**config.mk**
```make
export PLATFORM = sky130hd
export DESIGN_NAME = cordic_out_buf
export DESIGN_NICKNAME = d
export VERILOG_FILES = /design/src/hw/rtl/cordic_pkg.sv /design/src/hw/rtl/cordic_out_buf.sv
export SDC_FILE = /design/constraint.sdc
export NUM_CORES = 1
export LEC_CHECK = 0
export BUFFER_PORTS_ARGS = -buffer_cell sky130_fd_sc_hd__buf_4
export CORE_UTILIZATION = 53
export CTS_CLUSTER_DIAMETER = 80
export CTS_CLUSTER_SIZE = 20
export DETAILED_ROUTE_END_ITERATION = 6
export GPL_TIMING_DRIVEN = 1
export PLACE_DENSITY = 0.8
export SLEW_MARGIN = 30
export SYNTH_ARGS = -nofsm -noshare
export SYNTH_HDL_FRONTEND = slang
export SYNTH_SLANG_ARGS = --single-unit
```
**constraint.sdc**
```tcl
create_clock -name clk -period 4.4 [get_ports clk]
set_input_delay 0.44 -clock clk [delete_from_list [all_inputs] [get_ports clk]]
set_output_delay 0.44 -clock clk [all_outputs]
set_load 0.02 [all_outputs]
```
**src/hw/rtl/cordic_pkg.sv**
```systemverilog
// Shared types, constants and the arctangent table for the CORDIC sine/cosine unit.
`timescale 1ns / 1ps

package cordic_pkg;

  // Number of micro-rotation stages that are built.
  localparam int MAX_ROTATIONS = 32;

  localparam int ANGLE_W = 32;   // Q4.28 input angle
  localparam int OUT_W   = 32;   // Q2.30 results
  localparam int CNT_W   = 6;    // rotation count register
  localparam int Z_W     = 34;   // residual angle, 30 fraction bits
  localparam int XY_W    = 34;   // vector components, 30 fraction bits

  localparam logic signed [Z_W-1:0]  PI_Q30      = 34'sd3373259426;
  localparam logic signed [Z_W-1:0]  HALF_PI_Q30 = 34'sd1686629713;
  localparam logic signed [Z_W-1:0]  TWO_PI_Q30  = 34'sd6746518852;
  localparam logic signed [XY_W-1:0] GAIN_Q30    = 34'sd652032874;
  localparam logic signed [XY_W-1:0] FRAC_ONE    = 34'sd1073741824;

  localparam logic [CNT_W-1:0] ROTATION_COUNT_RESET = CNT_W'(32);

  localparam int ATAN_HEAD_LEN = 10;
  localparam int ATAN_ZERO_AT  = 30;

  localparam logic signed [Z_W-1:0] ATAN_HEAD [ATAN_HEAD_LEN] = '{
    34'sd843314856, 34'sd497837829, 34'sd263043836, 34'sd133525158, 34'sd67021686,
    34'sd33543515,  34'sd16775850,  34'sd8388437,   34'sd4194282,   34'sd2097149
  };

  // Pipeline word between stages.
  typedef struct packed {
    logic                   valid;
    logic                   flip;
    logic signed [XY_W-1:0] x;
    logic signed [XY_W-1:0] y;
    logic signed [Z_W-1:0]  z;
  } lane_t;

  typedef struct packed {
    logic signed [OUT_W-1:0] cos_out;
    logic signed [OUT_W-1:0] sin_out;
  } result_t;

  // atan(2^-i) scaled by 2^30 and truncated; small angles follow 2^(30-i) - 1.
  function automatic logic signed [Z_W-1:0] atan_entry(input int i);
    logic signed [Z_W-1:0] t;
    t = '0;
    if (i < ATAN_HEAD_LEN) begin
      t = ATAN_HEAD[i];
    end else if (i < ATAN_ZERO_AT) begin
      t = (Z_W'(1) << (ATAN_ZERO_AT - i)) - Z_W'(1);
    end
    return t;
  endfunction

endpackage

```
**src/hw/rtl/cordic_out_buf.sv**
```systemverilog
// Saturation, sign fold and a two-word output buffer in front of the result port.
`timescale 1ns / 1ps

module cordic_out_buf (
  input  logic                  clk,
  input  logic                  rst,
  input  cordic_pkg::lane_t     lane_in,
  output logic                  advance,
  output logic                  res_valid,
  input  logic                  res_ready,
  output cordic_pkg::result_t   res
);
  import cordic_pkg::*;

  result_t    mem [2];
  logic       wr_ptr;
  logic       rd_ptr;
  logic [1:0] count;
  logic       push;
  logic       pop;
  result_t    word_next;

  function automatic logic signed [OUT_W-1:0] finish(input logic signed [XY_W-1:0] v,
                                                     input logic flip);
    logic signed [XY_W-1:0] c;
    c = v;
    if (v > FRAC_ONE) begin
      c = FRAC_ONE;
    end else if (v < -FRAC_ONE) begin
      c = -FRAC_ONE;
    end
    if (flip) begin
      c = -c;
    end
    return c[OUT_W-1:0];
  endfunction

  always_comb begin
    word_next.cos_out = finish(lane_in.x, lane_in.flip);
    word_next.sin_out = finish(lane_in.y, lane_in.flip);
  end

  assign advance   = count != 2'd2;
  assign push      = advance && lane_in.valid;
  assign res_valid = count != 2'd0;
  assign pop       = res_valid && res_ready;
  assign res       = mem[rd_ptr];

  always_ff @(posedge clk) begin
    if (push) begin
      mem[wr_ptr] <= word_next;
    end
  end

  always_ff @(posedge clk) begin
    if (rst) begin
      wr_ptr <= 1'b0;
      rd_ptr <= 1'b0;
      count  <= 2'd0;
    end else begin
      if (push) begin
        wr_ptr <= ~wr_ptr;
      end
      if (pop) begin
        rd_ptr <= ~rd_ptr;
      end
      count <= count + {1'b0, push} - {1'b0, pop};
    end
  end

endmodule

```
* Word-level counts from Yosys, hierarchy flattened
Memories as Yosys holds them, arrays and structs flattened. A register that Yosys moved wholly into a read port is not among the register bits.
Index checks and enable logic that the tools add are counted.
** Word-level totals
- Register bits :: 4
- Bits in latches :: 0
- RAM bits :: 128
- Memory bits (read-only) :: 0
- Input bits :: 107
- Output and inout bits :: 66
- Logic and storage cells :: 28
- Memories :: 1
** Cells by class
- $add $sub $neg :: 4
- $mul :: 0
- Divide/modulo/power cells :: 0
- Magnitude comparators :: 4
- Equal/unequal tests :: 1
- Shift operators :: 0
- Muxes and demuxes :: 10
- Bitwise gates (word level) :: 2
- Reductions and logical operators :: 3
** Memories
- mem :: depth 2, bits a word 64, read ports 1, clocked after memory_dff 1, wr ports 1, line cordic_out_buf.sv:15 : result_t mem [2];
** Operators with widths (number)
- 2-to-1 mux 32 bit :: 6
- greater-than comparator 34 x 32 -> 1 bit (second input constant) :: 2
- < comparator 34 x 31 -> 1 bit (second input constant) :: 2
- negation 32 bit :: 2
- 2-to-1 mux 1 bit :: 4
- adder 2 x 1 -> 2 bit :: 1
- logical AND 1 bit :: 2
- inequality test 2 bit (second input constant) :: 1
- NOT 1 bit :: 2
- nonzero test 2 bit :: 1
- subtractor 2 x 1 -> 2 bit :: 1

* Depth between registers and ports, before layout
Gate-level depths: netlist (run 1).
- Depth in word-level cells :: 5
- Mapped depth :: 15
- Mapped depth without buffers :: 12

* Worst setup path before layout (run 1)
OpenSTA, ideal clock, no wires.
- Kind :: register to register
- Start point :: register count[0]
- End point :: memory mem[0][0] (netlist name) (enable)
- Setup time :: 0.486 ns
- Data arrival time :: 3.407 ns
- Required time :: 3.914 ns
- Path slack :: 0.507 ns
- Cell stages (with the launch flop) :: 4
- Path buffers :: 0
- Period minus slack after synthesis :: 3.893 ns
- Cell sequence :: dfxtp_1 nand2b_1 nand2_1 nor2_1
** On the way
- Word-level cells in the longest chain between the ends :: 4
** Ends and longest elaborated chain
- start: declaration :: line cordic_out_buf.sv:18 : logic [1:0] count;
- start signal: assignment :: line cordic_out_buf.sv:67 : count <= count + {1'b0, push} - {1'b0, pop};
- inequality test 2 bit :: line cordic_out_buf.sv:43 : assign advance = count != 2'd2;
- net advance :: line cordic_out_buf.sv:8 : output logic advance,
- logical AND 1 bit :: line cordic_out_buf.sv:44 : assign push = advance && lane_in.valid;
- 2-to-1 mux 1 bit :: line cordic_out_buf.sv:50 : if (push) begin
- 2-to-1 mux 1 bit (not written as such) :: line cordic_out_buf.sv:51 : mem[wr_ptr] <= word_next;
- end: declaration :: line cordic_out_buf.sv:15
The timed path passes the listed nets, and every way through them passes these cells.

==> results of run 1 <==
## registers in the layout (all words and copies together) (netlist names), named ones only
register  flops
mem         128
rd_ptr        1
wr_ptr        1
count         2
## worst register-to-register path, stage by stage, from the launching register on
cell and delay [ns]:
dfxtp_1 0.34, nand2b_1 0.16, and3_2 0.72, buf_4 0.58
## power by group
part | internal (mW) | leakage (nW) | switching [mW]
sequential | 1.63 | 1.27 | 0.0474
clock | 0.697 | 0.240 | 0.469
combinational | 0.592 | 1.69 | 0.749
total | 2.92 | 3.20 | 1.26
## cell usage after synthesis (all sizes together)
library cell and number:
o221ai 11, inv 6, ha 4, a21oi 14
or4b 2, o31ai 13, a21o 1, and3 4
or3 8, or2 5, nor2 53, nand4 6
mux2i 2, nand3b 1, clkbuf 21, xnor2 6
buf 5, o31a 1, o41a 1, o22ai 1
or4 8, nor4 9, xor2 34, a21bo 1
a31oi 14, o211a 1, nor3b 2, o41ai 9
nand2b 8, o21a 1, and2 2, nor2b 3
a211oi 2, edfxtp 128, o21ai 20, nand2 38
o211ai 1, nand3 7, mux2 64, dfxtp 5
a311oi 1, nor3 12, o221a 1
## worst max path at each step
| stage | slack (ns) | startpoint | end | cells after the start |
|---|---|---|---|---|
| 6_report | 0.39 | lane_in[80] | mem[0][60]$_DFFE_PP_ | 13 |
| 5_1_grt | 0.16 | lane_in[80] | mem[0][48]$_DFFE_PP_ | 13 |
| 4_1_cts | 0.51 | lane_in[80] | mem[0][60]$_DFFE_PP_ | 13 |
| 3_5_place_dp | 0.09 | lane_in[80] | mem[0][60]$_DFFE_PP_ | 13 |
| 3_3_place_gp | 0.24 | lane_in[80] | mem[1][60]$_DFFE_PP_ | 13 |
| 2_1_floorplan | 0.51 | count[0]$_SDFF_PP0_ | mem[0][0]$_DFFE_PP_ | 3 |
## cell type report
cell class,count,area (um^2),share of cell area (%)
sequential,133,3950,46.8
multi-input combinational,371,2620,31.1
timing repair buffer,150,1150,13.6
clock buffer,21,440,5.23
tap,168,210,2.49
clock inverter,9,40.0,0.475
inverter,6,22.5,0.267
## layer usage
layer / share of wire (%) / track usage [%] / vias to the layer above
li1: - / - / 2349
met4: 2.6 / 12.6 / 0
met3: 6.7 / 5.56 / 28
met1: 41 / 32.4 / 2446
met5: 0 / 0 / -
met2: 50 / 40.0 / 223
## cells by family after synthesis
kind of cell,count (synthesis)
adder cells (fa/ha/maj),4
AND/OR/NAND/NOR,168
multiplexers,66
XOR/XNOR,40
flip-flops,133
buffers and inverters,32
AO/OA/AOI/OAI,93
==> impl_metrics.ini, run 1 <==
[synthesis]
muxShareOfSynthArea_pct = 11.1
yosysTopAreaCell = edfxtp_1
synth_cell_types = 47
synth-adder-area-share_pct = 0.748
synth_xor_area_share_pct = 5.24
synth_seq_cells = 133
seq_area_frac_synth_pct = 59.0
syn_area_um2 = 6690
syn_inst = 536
synth_top_family_by_area = simple AND/OR/NAND/NOR gates
avgSynthCellArea_um2 = 12.5
synth.area.top_cells = edfxtp_1, mux2_2, xor2_1
yosys.area.top_type_share_pct = 57.5
ys_warn_count = 0
synth_nets = 647
synth-simple-area-share_pct = 12.5
synth_compound_gate_area_share_pct = 9.48

[placement]
dp_slack_ns = 0.0933
dp.cells = 828
gp_congestion = 0.888
place_area_um2 = 7950
io_buffers = 138
hpwl_um = 10900

[status]
status = completed

[drt]
ant_nets = 0
wirelength_um = 15700
wire_per_inst_um = 18.3
viasPerCell = 5.88
drt_iter0_drc = 444
vias = 5046
drt-pass1-iter-count = 5
drc_errors = 0

[timing]
tightest_slew_ns = 0.863
fin_setup_tns_ns = 0
holdWs_ns = 0.229
fin_skew_ns = 0.00511
rsz0062_at_grt = no
setup_viol = 0
setup_ws_ns = 0.392
min_period_ns = 4.01
slew-limit-headroom_pct = 42.5
max_freq_mhz = 249
finalCritPeriodShare_pct = 91.1
finalHoldViolCount = 0
final_max_slew_viol_count = 0

[critical_path]
r2r_cells = 3
r2r_start = count[0]$_SDFF_PP0_
critPathTopFamily = simple AND/OR/NAND/NOR gates
start_kind = input pin
crit_top_cell = o221ai_1
slowest_delay_ns = 0.56
slowest_stage = or4_4
rr_endpoint = mem[1][56]$_DFFE_PP_
critPathBufInv = 1
path_cells = buf_4 -> or4_4 -> nand3b_4 -> or4_1 -> o221ai_1 -> nand2_1 -> ha_1 -> or4b_2 -> or3_1 -> o211ai_1 -> a21oi_1 -> or2_0 -> o221ai_1
critPathMaxFanout = 6
arrival_ns = 4.12
cp-end-kind = flop
worstSetupPathType = input pin to flop
rrSetupSlack_ns = 2.23
required_ns = 4.51

[cells_and_area]
layout-drive-gt1-share_pct = 36.1
final_nets = 790
fillers = 926
fin_area_um2 = 8430
post-route-util_pct = 69.3
final_cell_mix = buf_4, edfxtp_1, mux2_2, nor2_1, nand2_1
diodes = 0
syn_to_final_growth_pct = 26.0
layout_commonest_cell = buf_4
fin_cells = 858

[global_route]
grt_pass1_wl_um = 24600
grt_pass1_vias = 4904
grt_start_max_net_pins = 67
grt_antenna_before_repair = 0
grt_usage_pct = 25.1
gr-total-overflow = 0

[cts]
cts_sinks = 133
clockRootBuffer = clkbuf_16
htreeDepth = 4
post_cts_buffers = 0
clockBufferDepth = 2
cts_resized = 0
hold_buffers = 0
cts_buffers = 17
worst_skew_pair.late_latency_ns = 0.41
cts.clk_slew.worst_paths_ns = 0.05
cts_tree = yes

[power_and_ir_drop]
p_leak_nw = 3.20
irDropWorstVdd_v = 0.000322
powerDensity_nw_per_um2 = 496
total_power_mw = 4.18

[floorplan]
die_x_um = 114
ios = 173
fp.dieH_um = 114
num_rows = 40
die_area_um2 = 13100
core_area_um2 = 12200
initial_utilization_pct = 55.0

[hold_path]
min_path_cells = 2
hp-start = rst
min_path_type = input pin to flop

[job]
cap_violations = 0
(Power assumes the default switching activity.)
==> run 2, diff against run 1 <==
Settings changed: BUFFER_PORTS_ARGS -buffer_cell sky130_fd_sc_hd__buf_4 to -buffer_cell sky130_fd_sc_hd__buf_2, REMOVE_ABC_BUFFERS set to 1.
==> impl_metrics.ini, run 2 (same netlist as run 1, synthesis figures left out) <==
[status]
status = completed

[cts]
cts_sinks = 133
cts_resized = 0
hold_buffers = 0
cts_tree = yes
worst_skew_pair.late_latency_ns = 0.41
cts.clk_slew.worst_paths_ns = 0.06
clockRootBuffer = clkbuf_16
clockBufferDepth = 2
htreeDepth = 4
post_cts_buffers = 0
cts_buffers = 17

[cells_and_area]
largestRegisters = mem (128), count (2)
regMostFlops = mem
diodes = 0
multi_input_area_um2 = 2620
layout-drive-gt1-share_pct = 36.3
fillers = 919
layout_commonest_cell = buf_2
regArea_um2 = 3950
syn_to_final_growth_pct = 21.5
final_cell_mix = buf_2, edfxtp_1, mux2_2, nor2_1, nand2_1
final_nets = 789
largest_reg_flops = 128

[global_route]
grt_usage_pct = 24.0
grt_antenna_before_repair = 0
grt_pass1_vias = 4926
gr-total-overflow = 0
grt_start_max_net_pins = 66
grt_pass1_wl_um = 23800

[timing]
setup_ws_ns = 0.467
fin_skew_ns = 0.00634
rsz0062_at_grt = no
max_freq_mhz = 254
finalCritPeriodShare_pct = 89.4
slew-limit-headroom_pct = 45.3
tightest_slew_ns = 0.821
setup_viol = 0
final_max_slew_viol_count = 0
min_period_ns = 3.93
holdWs_ns = 0.252
finalHoldViolCount = 0

[floorplan]
core_area_um2 = 12200
num_rows = 40
ios = 173
initial_utilization_pct = 55.0
die_x_um = 114
fp.dieH_um = 114
die_area_um2 = 13100

[hold_path]
min_path_cells = 2
min_path_type = input pin to flop

[power_and_ir_drop]
total_power_mw = 4.16
irDropWorstVdd_v = 0.000381
powerDensity_nw_per_um2 = 512
p_leak_nw = 3.11

[placement]
gp_congestion = 0.893
io_buffers = 138
dp_slack_ns = 0.148
hpwl_um = 10400

[critical_path]
start_kind = input pin
critPathMaxFanout = 6
cp-end-kind = flop
r2r_cells = 3
arrival_ns = 4.05
required_ns = 4.52
worstSetupPathType = input pin to flop

[drt]
drt-pass1-iter-count = 6
viasPerCell = 5.88
drt_iter0_drc = 417
vias = 5048
ant_nets = 0
wirelength_um = 15200
drc_errors = 0
wire_per_inst_um = 17.7

[job]
cap_violations = 0
## run 2: cell count changes in the layout (fill, tap and decap cells not counted), sizes merged
cell / before / now
clkinv: 9 / 4
bufinv: 0 / 1
buf: 150 / 149
clkbuf: 21 / 27
## run 2: metrics by stage
step	area, um^2	setup TNS [ns]	cells	util [%]
after detailed placement	7570	0	827	62.3
final	8130	0	859	66.8
after global routing	8130	0	859	66.8
after global placement	7570	0	827	62.3
after floorplan	6580	-0.129	510	-
after CTS	8130	0	859	66.8
## run 2: where the power goes
| group | switching, mW | total, mW | leakage, nW | internal (mW) |
|---|---|---|---|---|
| Clock | 0.472 | 1.30 | 0.275 | 0.832 |
| Sequential | 0.0850 | 1.71 | 1.27 | 1.63 |
| Combinational | 0.694 | 1.14 | 1.57 | 0.450 |
## run 2: final timing paths
path	from	end	slack [ns]
min reg2reg	rd_ptr$_SDFFE_PP0P_	rd_ptr$_SDFFE_PP0P_	0.52
max	lane_in[80]	mem[1][52]$_DFFE_PP_	0.47
min	rst	rd_ptr$_SDFFE_PP0P_	0.25
max reg2reg	count[0]$_SDFF_PP0_	mem[1][20]$_DFFE_PP_	2.24
## run 2: layer usage
layer | track usage (%) | routed length [um] | part of all wire, %
met1 | 30.6 | 6470 | 43
met2 | 39.3 | 7610 | 50
met4 | 11.4 | 228 | 1.5
met3 | 4.87 | 903 | 5.9
met5 | 0 | 0 | 0
## run 2: layout make-up
class	instances	area share [%]
multi-input cells	371	32.3
inverters	6	0.277
well taps	168	2.59
flip-flops and latches	133	48.6
clock buffers	27	6.19
repair buffers	149	9.52
clock inverters	5	0.616
## run 2: worst max-delay path, cell delays in order
cell and delay, ns:
buf_2 0.13, or4_4 0.58, nand3b_4 0.20, or4_1 0.54, o221ai_1 0.35, nand2_1 0.16
ha_1 0.29, or4b_2 0.28, or3_1 0.19, o211ai_1 0.11, a21oi_1 0.17, or2_0 0.37
o221ai_1 0.23
